[src/rtl/ugb_pkg.sv]
package ugb_pkg;

  localparam int POS_W      = 24;
  localparam int ID_W       = 16;
  localparam int CIDX_W     = 12;
  localparam int SCALE_W    = 24;
  localparam int DIMREG_W   = 5;
  localparam int CFG_IDX_W  = 3;
  localparam int CFG_DATA_W = 24;

  localparam logic [CFG_IDX_W-1:0] CFG_WMIN_X = 3'd0;
  localparam logic [CFG_IDX_W-1:0] CFG_WMIN_Y = 3'd1;
  localparam logic [CFG_IDX_W-1:0] CFG_WMIN_Z = 3'd2;
  localparam logic [CFG_IDX_W-1:0] CFG_SCALE  = 3'd3;
  localparam logic [CFG_IDX_W-1:0] CFG_DIM_X  = 3'd4;
  localparam logic [CFG_IDX_W-1:0] CFG_DIM_Y  = 3'd5;
  localparam logic [CFG_IDX_W-1:0] CFG_DIM_Z  = 3'd6;

  localparam logic [SCALE_W-1:0]  SCALE_RST = 24'd65536;
  localparam logic [DIMREG_W-1:0] DIM_RST   = 5'd16;

  localparam logic OP_INSERT = 1'b0;
  localparam logic OP_QUERY  = 1'b1;

  typedef enum logic [2:0] {
    AX_MIN_X, AX_MIN_Y, AX_MIN_Z, AX_MAX_X, AX_MAX_Y, AX_MAX_Z
  } axis_t;

  typedef enum logic [3:0] {
    ST_CLEAR, ST_IDLE, ST_CONV, ST_WALK_INIT, ST_WALK_RD, ST_WALK_EVAL,
    ST_ENT_RD, ST_ENT_GOT, ST_FINISH
  } state_t;

  typedef struct packed {
    logic                    op;
    logic [ID_W-1:0]         collider_id;
    logic signed [POS_W-1:0] min_x;
    logic signed [POS_W-1:0] min_y;
    logic signed [POS_W-1:0] min_z;
    logic signed [POS_W-1:0] max_x;
    logic signed [POS_W-1:0] max_y;
    logic signed [POS_W-1:0] max_z;
  } in_item_t;

  typedef struct packed {
    logic [ID_W-1:0]   hit_collider;
    logic [CIDX_W-1:0] cell_index;
    logic              last;
    logic              none_found;
    logic              cell_full;
    logic              truncated;
  } out_item_t;

  typedef struct packed {
    logic  clr_wr;
    logic  load;
    logic  conv_go;
    axis_t conv_axis;
    logic  walk_init;
    logic  cnt_rd;
    logic  ins_wr;
    logic  mark_full;
    logic  walk_adv;
    logic  ent_init;
    logic  ent_rd;
    logic  take_hit;
    logic  mark_trunc;
    logic  finish;
  } ctrl_cmd_t;

  typedef struct packed {
    logic clr_done;
    logic is_query;
    logic inverted;
    logic count_full;
    logic count_zero;
    logic cell_last;
    logic ent_last;
    logic at_limit;
  } dp_stat_t;

endpackage

[src/rtl/ugb_ctrl.sv]
module ugb_ctrl (
  input  logic                 clk,
  input  logic                 rst_n,
  input  logic                 start,
  output logic                 busy,
  output ugb_pkg::ctrl_cmd_t   cmd,
  input  ugb_pkg::dp_stat_t    stat
);
  import ugb_pkg::*;

  // six axis issues, then wait for the multiply pipe to drain
  localparam logic [2:0] CONV_ISSUES = 3'd6;
  localparam logic [2:0] CONV_LAST   = 3'd7;

  state_t     state_r, state_nxt;
  logic [2:0] conv_cnt_r, conv_cnt_nxt;

  always_ff @(posedge clk) begin
    if (!rst_n) begin
      state_r    <= ST_CLEAR;
      conv_cnt_r <= '0;
    end else begin
      state_r    <= state_nxt;
      conv_cnt_r <= conv_cnt_nxt;
    end
  end

  always_comb begin
    cmd          = '0;
    state_nxt    = state_r;
    conv_cnt_nxt = conv_cnt_r;
    busy         = (state_r != ST_IDLE);
    unique case (state_r)
      ST_CLEAR: begin
        cmd.clr_wr = 1'b1;
        if (stat.clr_done) state_nxt = ST_IDLE;
      end
      ST_IDLE: begin
        if (start) begin
          cmd.load     = 1'b1;
          conv_cnt_nxt = '0;
          state_nxt    = ST_CONV;
        end
      end
      ST_CONV: begin
        cmd.conv_go   = (conv_cnt_r < CONV_ISSUES);
        cmd.conv_axis = cmd.conv_go ? axis_t'(conv_cnt_r) : AX_MIN_X;
        if (conv_cnt_r == CONV_LAST) state_nxt = ST_WALK_INIT;
        else conv_cnt_nxt = conv_cnt_r + 3'd1;
      end
      ST_WALK_INIT: begin
        if (stat.inverted) begin
          state_nxt = ST_FINISH;
        end else begin
          cmd.walk_init = 1'b1;
          state_nxt     = ST_WALK_RD;
        end
      end
      ST_WALK_RD: begin
        cmd.cnt_rd = 1'b1;
        state_nxt  = ST_WALK_EVAL;
      end
      ST_WALK_EVAL: begin
        if (!stat.is_query || stat.count_zero) begin
          if (!stat.is_query) begin
            if (stat.count_full) cmd.mark_full = 1'b1;
            else cmd.ins_wr = 1'b1;
          end
          if (stat.cell_last) begin
            state_nxt = ST_FINISH;
          end else begin
            cmd.walk_adv = 1'b1;
            state_nxt    = ST_WALK_RD;
          end
        end else begin
          cmd.ent_init = 1'b1;
          state_nxt    = ST_ENT_RD;
        end
      end
      ST_ENT_RD: begin
        cmd.ent_rd = 1'b1;
        state_nxt  = ST_ENT_GOT;
      end
      ST_ENT_GOT: begin
        if (stat.at_limit) begin
          cmd.mark_trunc = 1'b1;
          state_nxt      = ST_FINISH;
        end else begin
          cmd.take_hit = 1'b1;
          if (!stat.ent_last) begin
            state_nxt = ST_ENT_RD;
          end else if (stat.cell_last) begin
            state_nxt = ST_FINISH;
          end else begin
            cmd.walk_adv = 1'b1;
            state_nxt    = ST_WALK_RD;
          end
        end
      end
      ST_FINISH: begin
        cmd.finish = 1'b1;
        state_nxt  = ST_IDLE;
      end
      default: state_nxt = ST_IDLE;
    endcase
  end

endmodule

[config.mk]
export PLATFORM = sky130hd
export DESIGN_NAME = ugb_ctrl
export DESIGN_NICKNAME = d
export VERILOG_FILES = /design/src/rtl/ugb_pkg.sv /design/src/rtl/ugb_ctrl.sv
export SDC_FILE = /design/constraint.sdc
export NUM_CORES = 1
export LEC_CHECK = 0
export BUFFER_PORTS_ARGS = -buffer_cell sky130_fd_sc_hd__buf_2
export CAP_MARGIN = 10
export CORE_AREA = 8 8 45 47
export DETAILED_ROUTE_END_ITERATION = 6
export DIE_AREA = 0 0 53 55
export GPL_TIMING_DRIVEN = 0
export PLACE_DENSITY = 0.74
export SYNTH_ARGS = -nofsm -noshare
export SYNTH_HDL_FRONTEND = slang
export SYNTH_SLANG_ARGS = --single-unit
[constraint.sdc]
create_clock -name clk -period 2.55 [get_ports clk]
set_input_delay 0.765 -clock clk [delete_from_list [all_inputs] [get_ports clk]]
set_output_delay 0.765 -clock clk [all_outputs]
set_load 0.01 [all_outputs]
==> flow_summary.json, run 1 <==
{
  "grtUsageTotal": 0.110,
  "worstMarginPinSlew_ns": 0.365,
  "drive_above_1_share": 0.419,
  "period_needed_ns": 2.47,
  "grt_pass1_wl_um": 2550,
  "drtAntennaViolNets": 0,
  "r2r_setup_slack_ns": 0.90,
  "ys_ff_latch": 7,
  "dp_hpwl_um": 1240,
  "overflow": 0,
  "gp_congestion": 0.838,
  "cp_top_family": "compound AO/OA/AOI/OAI gates",
  "wl_per_cell_um": 12.2,
  "timing.final.max_slew_violations": 0,
  "final_common_cell": "buf_2",
  "finalInstanceArea_um2": 790,
  "max_slew_margin": 0.754,
  "status": "finished clean",
  "holdCritStartpoint": "conv_cnt_r[0]",
  "cp_num_buf_inv": 2,
  "synth.yosys.seq_area_share": 0.234,
  "arrival_ns": 1.70,
  "clockRootBuffer": "clkbuf_4",
  "critPathRequiredTime_ns": 1.79,
  "layout_common_cells": "buf_2, nand2_1, nor2_1, dfxtp_1, a21oi_1",
  "dp.cells": 116,
  "nNetsFinal": 119,
  "drc": 0,
  "syn_avg_cell_area_um2": 8.19,
  "die_w_um": 53,
  "cts.path.max_buffers": 2,
  "clkSinkCount": 7,
  "cp_max_fo": 4,
  "io_buffers": 27,
  "rsz0062_at_grt": "false",
  "finClkSkew_ns": 0.00491,
  "vias": 647,
  "numCtsBuffers": 3,
  "max_freq_ghz": 0.406,
  "worst_slack_ns": 0.0846,
  "cts_tree": "yes",
  "critPathKind": "in -> out",
  "grt_pass1_vias": 622,
  "cp_slowest_cell": "a2111oi_2",
  "pin_count": 28,
  "max_cap_violations": 0,
  "die_height_um": 55,
  "reg2reg_depth": 6,
  "r2r_end": "conv_cnt_r[0]",
  "core_area_mm2": 0.00138,
  "synth_area_um2": 598,
  "syn_nets": 86,
  "cp-end-kind": "primary output",
  "grt_max_degree": 11,
  "total_power_uw": 280,
  "dieArea_mm2": 0.00292,
  "pre_cts_slack_ns": 0.0523,
  "wirelength_um": 1480,
  "tns_ns": 0,
  "area_growth_pct": 32.0,
  "slowest_delay_ns": 0.36,
  "crit_chain": "buf_2 -> nand2b_1 -> nand4_1 -> a2111oi_2 -> buf_2",
  "setup_violations": 0,
  "path_common_cell": "buf_2",
  "finalCritPeriodShare": 0.967,
  "postPlaceCellArea_um2": 753,
  "firstDrtPassIters": 4,
  "r2r-start": "conv_cnt_r[0]",
  "start_util": 0.432,
  "ys_types": 33,
  "min_path_type": "reg -> reg",
  "antenna_found_initial": 0,
  "via_per_inst": 5.35,
  "ir_worst_vdd_mv": 0.342,
  "diodes": 0,
  "hold_violations": 0,
  "fp-row-count": 14,
  "final_cells": 121,
  "syn_inst": 73,
  "start_kind": "input pin",
  "clk_pin_slew_worst_paths_ns": 0.05,
  "whs_path_depth": 1,
  "clock_latency_ns": 0.25,
  "drt_iter0_drc": 9,
  "min_to": "conv_cnt_r[0]",
  "ys_warn_count": 0,
  "h-tree-depth": 1,
  "power.density_mw_per_mm2": 355,
  "leakage_uw": 0.000400
}
## routing by layer
metal | GRT usage | part of all wire | vias up | wire, um
li1 | - | - | 333 | -
met1 | 0.134 | 0.47 | 296 | 688
met2 | 0.184 | 0.47 | 18 | 696
met3 | 0.0401 | 0.064 | 0 | 94
met4 | 0.0216 | 0 | 0 | 0
met5 | 0 | 0 | - | 0
## through the flow
stage / hold slack (ns) / utilization
floorplan: 0.516 / -
global placement: 0.534 / 0.544
detailed placement: 0.542 / 0.544
CTS: 0.558 / 0.563
global route: 0.579 / 0.571
finish: 0.555 / 0.571
## cells by family after synthesis
kind of cell,Yosys count,share of synthesized area
mux,1,0.0251
buf+inv,8,0.0878
flops,7,0.234
simple gates,36,0.372
fa+ha+maj,2,0.0418
compound gates,19,0.239
## synth_stat cells, drive strengths merged
cell,number,area share
a221o,1,0.017
and2b,1,0.015
a21oi,6,0.050
a22o,2,0.029
a31o,1,0.015
a2111oi,1,0.025
o21ai,1,0.0084
a21boi,1,0.013
nand2b,2,0.033
ha,2,0.042
a41o,1,0.017
o31a,2,0.029
and2,1,0.010
nor2,8,0.050
nor4,2,0.021
nand2,8,0.050
a21o,1,0.013
a211oi,1,0.013
nor3b,5,0.090
a31oi,1,0.010
nand4,2,0.021
buf,4,0.063
nand3,1,0.0084
inv,4,0.025
nor3,4,0.052
dfxtp,7,0.23
mux2,1,0.025
and3,2,0.021
## what timing repair did
action	4_1_cts	5_1_grt
gates resized for setup	0	1
setup endpoints to repair	0	1
hold buffers	0	0
buffers inserted	0	1
## worst max path at each step
stage | cells past startpoint | end | startpoint
after detailed placement | 5 | cmd[5] | stat[6]
after global placement | 5 | cmd[5] | stat[6]
final | 5 | cmd[5] | stat[6]
after CTS | 5 | cmd[5] | stat[6]
after global routing | 5 | cmd[5] | stat[6]
after floorplan | 3 | cmd[5] | stat[3]
## area by class of cell
class,instances,area (um^2)
clock buffer,4,26.3
fill,138,594
inverter,4,15.0
timing repair buffer,28,143
multi-input combinational,58,408
sequential,7,140
buffer,4,37.5
tap,16,20.0
## state kept, by name, summed over array words and instances (netlist names)
name	cells
conv_cnt_r	3
state_r	4
## where the power goes
| part | internal, uW | switching [uW] | total [uW] |
|---|---|---|---|
| clock | 59.5 | 38.5 | 98.1 |
| sequential | 113 | 2.52 | 115 |
| combinational | 30.2 | 36.2 | 66.3 |
Note: power is estimated with default switching activity, not from simulation.
==> run 2: changes to the inputs <==
Settings changed: CORE_AREA 8 8 45 47 to 8 8 48 50, DIE_AREA 0 0 53 55 to 0 0 56 58, PLACE_DENSITY 0.74 to 0.64.
==> run 2 against run 1 <==
Worst setup slack lost 0.015 ns. Sequential share of layout area shrank 0.86 points. Sequential power is essentially flat. Core utilization shrank 5.7 points. First-iteration DRC count grew 67%. Clock power is essentially flat. Critical path depth is the same. Largest cell class unchanged. Largest power group unchanged. Highest routed layer is now met4.
==> flow_summary.json, run 2 (synthesized netlist as in run 1, its figures left out) <==
{
  "start_kind": "input pin",
  "ir_worst_vdd_mv": 0.304,
  "max_slew_margin": 0.771,
  "power.density_mw_per_mm2": 345,
  "drt_iter0_drc": 15,
  "wl_per_cell_um": 13.6,
  "max_freq_ghz": 0.403,
  "slowest_delay_ns": 0.34,
  "wirelength_um": 1680,
  "cts_hold_buf": 0,
  "cp-startpoint": "stat[0]",
  "grtUsageTotal": 0.104,
  "leakage_uw": 0.000416,
  "arrival_ns": 1.72,
  "final_cells": 124,
  "timing.final.max_slew_violations": 0,
  "cts.path.max_buffers": 2,
  "clockRootBuffer": "clkbuf_4",
  "r2r_setup_slack_ns": 0.87,
  "via_per_inst": 5.57,
  "crit_chain": "buf_2 -> nor3_4 -> nand2_2 -> a2111oi_4 -> buf_2",
  "h-tree-depth": 1,
  "clkSinkCount": 7,
  "critPathKind": "in -> out",
  "grt_max_degree": 11,
  "hold_violations": 0,
  "path_common_cell": "buf_2",
  "diodes": 0,
  "reg2reg_depth": 6,
  "power.share.combinational": 0.247,
  "worstMarginPinSlew_ns": 0.340,
  "clk_pin_slew_worst_paths_ns": 0.05,
  "gp_congestion": 0.804,
  "fill_cells": 174,
  "period_needed_ns": 2.48,
  "holdCritStartpoint": "conv_cnt_r[0]",
  "layout_common_cells": "buf_2, nor2_1, nand2_1, dfxtp_1, a21oi_1",
  "fp-row-count": 15,
  "core_area_mm2": 0.00161,
  "vias": 691,
  "min_path_type": "reg -> reg",
  "min_to": "conv_cnt_r[0]",
  "status": "finished clean",
  "numCtsBuffers": 3,
  "cp_slowest_cell": "a2111oi_4",
  "start_util": 0.371,
  "power_frac_seq": 0.403,
  "dp_hpwl_um": 1320,
  "grt_pass1_vias": 628,
  "cp-end-kind": "primary output",
  "dp.cells": 117,
  "max_cap_violations": 0,
  "tns_ns": 0,
  "cp_num_buf_inv": 2,
  "power.share.switching": 0.285,
  "whs_path_depth": 1,
  "p_int_uw": 205,
  "cts_tree": "yes",
  "setup_violations": 0,
  "overflow": 0,
  "worst_slack_ns": 0.0700,
  "finClkSkew_ns": 0.0102,
  "die_w_um": 56,
  "largest_register_ffs": 4,
  "firstDrtPassIters": 4,
  "io_buffers": 27,
  "nNetsFinal": 121,
  "drtAntennaViolNets": 0,
  "finalCritPeriodShare": 0.973,
  "pre_cts_slack_ns": 0.0337,
  "postPlaceCellArea_um2": 754,
  "r2r_end": "conv_cnt_r[0]",
  "regMostFlops": "state_r",
  "antenna_found_initial": 0,
  "pin_count": 28,
  "grt_pass1_wl_um": 2780,
  "drc": 0,
  "dieArea_mm2": 0.00325,
  "clkPwrFrac": 0.349,
  "r2r-start": "conv_cnt_r[0]",
  "clock_latency_ns": 0.25,
  "finalInstanceArea_um2": 830,
  "p_sw_uw": 81.7,
  "final_common_cell": "buf_2",
  "area_growth_pct": 38.7,
  "cp_max_fo": 3,
  "die_height_um": 58,
  "cp_top_family": "compound AO/OA/AOI/OAI gates",
  "top_regs": "state_r (4), conv_cnt_r (3)",
  "critPathRequiredTime_ns": 1.79,
  "drive_above_1_share": 0.439
}
[run 2: power groups by stage]
stage | Clock (uW) | Sequential (uW) | Combinational, uW
floorplan | 0 | 117 | 42.7
finish | 100 | 115 | 70.8
global route | 116 | 116 | 78.1
CTS | 103 | 115 | 67.4
global placement | 0 | 118 | 66.1
detailed placement | 0 | 118 | 67.2
[run 2: worst max path at each step]
stage / end / slack (ns) / cells past startpoint
floorplan: cmd[5] / 0.28 / 3
global placement: cmd[5] / 0.06 / 5
detailed placement: cmd[5] / 0.03 / 5
CTS: cmd[5] / 0.03 / 5
global route: cmd[5] / -0.002 / 6
finish: cmd[5] / 0.07 / 5
[run 2: metal layers]
layer  share of wire  track usage
met1            0.44        0.123
met2            0.48        0.158
met3           0.072       0.0546
met4          0.0036       0.0309
met5               0            0
[run 2: timing repair]
| action | in CTS | in global routing |
|---|---|---|
| setup buffers | 0 | 3 |
| hold endpoints to repair | 0 | 0 |
| setup endpoints to repair | 0 | 1 |
| gates resized for setup | 0 | 4 |
[run 2: area by class of cell]
| type | count | area (um^2) | share of cell area |
|---|---|---|---|
| Sequential cell | 7 | 140 | 0.169 |
| Clock buffer | 4 | 26.3 | 0.0317 |
| Buffer | 4 | 41.3 | 0.0498 |
| Tap cell | 17 | 21.3 | 0.0256 |
| Multi-Input combinational cell | 58 | 428 | 0.516 |
| Inverter | 4 | 15.0 | 0.0181 |
| Timing Repair Buffer | 30 | 158 | 0.190 |
[run 2: per-stage QoR]
stage,utilization,power [uW],hold slack (ns)
floorplan,-,160,0.516
global placement,0.467,184,0.538
detailed placement,0.467,185,0.544
CTS,0.484,286,0.557
global route,0.514,310,0.572
finish,0.514,286,0.550
==> run 3: changes to the inputs <==
Settings changed: CELL_PAD_IN_SITES_DETAIL_PLACEMENT set to 0, CELL_PAD_IN_SITES_GLOBAL_PLACEMENT set to 1, CORE_AREA 8 8 48 50 to 8 8 52 54, DIE_AREA 0 0 56 58 to 0 0 60 62, PLACE_DENSITY 0.64 to 0.74, TNS_END_PERCENT set to 5.
==> run 3 against run 2 <==
Cell count rose by 8.1%. Register-to-register slack better by 0.02 ns. Count of clock-buffer cells in the layout unchanged. Worst setup slack about the same. Routed wire length shrank 2.0%. Sequential cell count unchanged. Sequential power barely moved. Final area decreased by 0.91%. Non-clock buffer count unchanged.
==> flow_summary.json, run 3 (synthesized netlist as in run 1, its figures left out) <==
{
  "status": "finished clean",
  "wirelength_um": 1650,
  "slowest_delay_ns": 0.34,
  "wl_per_cell_um": 12.3,
  "cp_max_fo": 3,
  "worst_slack_ns": 0.0700,
  "nNetsFinal": 121,
  "layout_common_cells": "buf_2, nor2_1, nand2_1, dfxtp_1, a21oi_1",
  "period_needed_ns": 2.48,
  "setup_violations": 0,
  "die_height_um": 62,
  "regMostFlops": "state_r",
  "dieArea_mm2": 0.00372,
  "cts_tree": "yes",
  "fp-row-count": 16,
  "cp_top_family": "compound AO/OA/AOI/OAI gates",
  "h-tree-depth": 1,
  "pin_count": 28,
  "io_buffers": 27,
  "largest_register_ffs": 4,
  "top_regs": "state_r (4), conv_cnt_r (3)",
  "cp-end-kind": "primary output",
  "clkPwrFrac": 0.349,
  "clock_latency_ns": 0.25,
  "start_util": 0.314,
  "drtAntennaViolNets": 0,
  "finClkSkew_ns": 0.00575,
  "leakage_uw": 0.000412,
  "numCtsBuffers": 3,
  "start_kind": "input pin",
  "timing.final.max_slew_violations": 0,
  "via_per_inst": 5.08,
  "pre_cts_slack_ns": 0.0632,
  "area_growth_pct": 37.4,
  "finalCritPeriodShare": 0.973,
  "critPathKind": "in -> out",
  "diodes": 0,
  "crit_chain": "buf_4 -> nor3_4 -> nand2_1 -> a2111oi_2 -> buf_2",
  "hold_violations": 0,
  "dp_hpwl_um": 1330,
  "grt_pass1_vias": 617,
  "clockRootBuffer": "clkbuf_4",
  "critPathRequiredTime_ns": 1.79,
  "max_freq_ghz": 0.403,
  "gp_congestion": 0.747,
  "min_path_type": "reg -> reg",
  "die_w_um": 60,
  "arrival_ns": 1.72,
  "max_slew_margin": 0.764,
  "overflow": 0,
  "clkSinkCount": 7,
  "firstDrtPassIters": 4,
  "cp_num_buf_inv": 2,
  "power.share.switching": 0.279,
  "power.density_mw_per_mm2": 345,
  "grt_max_degree": 11,
  "max_cap_violations": 0,
  "cts.path.max_buffers": 2,
  "tns_ns": 0,
  "final_common_cell": "buf_2",
  "antenna_found_initial": 0,
  "p_sw_uw": 79.1,
  "core_area_mm2": 0.00190,
  "power_frac_seq": 0.407,
  "grtUsageTotal": 0.0954,
  "clk_pin_slew_worst_paths_ns": 0.05,
  "vias": 681,
  "drive_above_1_share": 0.421,
  "worstMarginPinSlew_ns": 0.350,
  "drt_iter0_drc": 22,
  "grt_pass1_wl_um": 2680,
  "p_int_uw": 204,
  "ir_worst_vdd_mv": 0.216,
  "cp_slowest_cell": "a2111oi_2",
  "drc": 0,
  "cts_hold_buf": 0,
  "power.share.combinational": 0.244
}
[run 3: cell count changes in the layout (fill, tap and decap cells not counted)]
cell	previous run	this run
nand2b_1	0	1
buf_4	4	5
nand2_2	1	0
a2111oi_2	0	1
nand2b_4	2	1
buf_2	27	26
a2111oi_4	1	0
nand2_1	7	8
[run 3: layer usage]
metal / share of wire / global-route usage / routed length, um / vias to the layer above
met3: 0.084 / 0.0494 / 139 / 2
li1: - / - / - / 339
met1: 0.41 / 0.102 / 674 / 314
met4: 0.012 / 0.0306 / 19 / 0
met5: 0 / 0 / 0 / -
met2: 0.50 / 0.160 / 818 / 26
[run 3: final cells by class]
class                      count  area, um^2
fill                         213        1080
multi-input combinational     58         405
timing repair buffer          30         160
sequential                     7         140
buffer                         4        41.3
tap                           27        33.8
clock buffer                   4        26.3
inverter                       4        15.0
[run 3: what timing repair did]
item,CTS,global route
buffers inserted,0,3
resized for setup,0,2
setup endpoints to repair,0,1
[run 3: path summary, 6_finish.rpt]
kind,slack [ns],startpoint,to,depth (start not counted)
setup / recovery,0.07,stat[0],cmd[5],5
setup reg to reg,0.89,conv_cnt_r[1],conv_cnt_r[0],6
hold reg to reg,0.55,conv_cnt_r[0],conv_cnt_r[0],1
hold / removal,0.55,conv_cnt_r[0],conv_cnt_r[0],1
[run 3: through the flow]
step | power (uW) | utilization | std cells | instance area, um^2 | hold WS [ns]
CTS | 287 | 0.417 | 131 | 793 | 0.552
finish | 283 | 0.432 | 134 | 822 | 0.549
global placement | 185 | 0.403 | 127 | 767 | 0.535
detailed placement | 185 | 0.403 | 127 | 767 | 0.538
floorplan | 160 | - | 73 | 598 | 0.516
global route | 303 | 0.432 | 134 | 822 | 0.569
[run 3: power by group through the flow]
stage          Sequential (uW)  Combinational (uW)  Clock [uW]
6_report                   115                69.1        98.8
5_1_grt                    116                77.1         111
3_5_place_dp               118                67.2           0
3_3_place_gp               117                67.3           0
4_1_cts                    115                67.5         104
2_1_floorplan              117                42.7           0
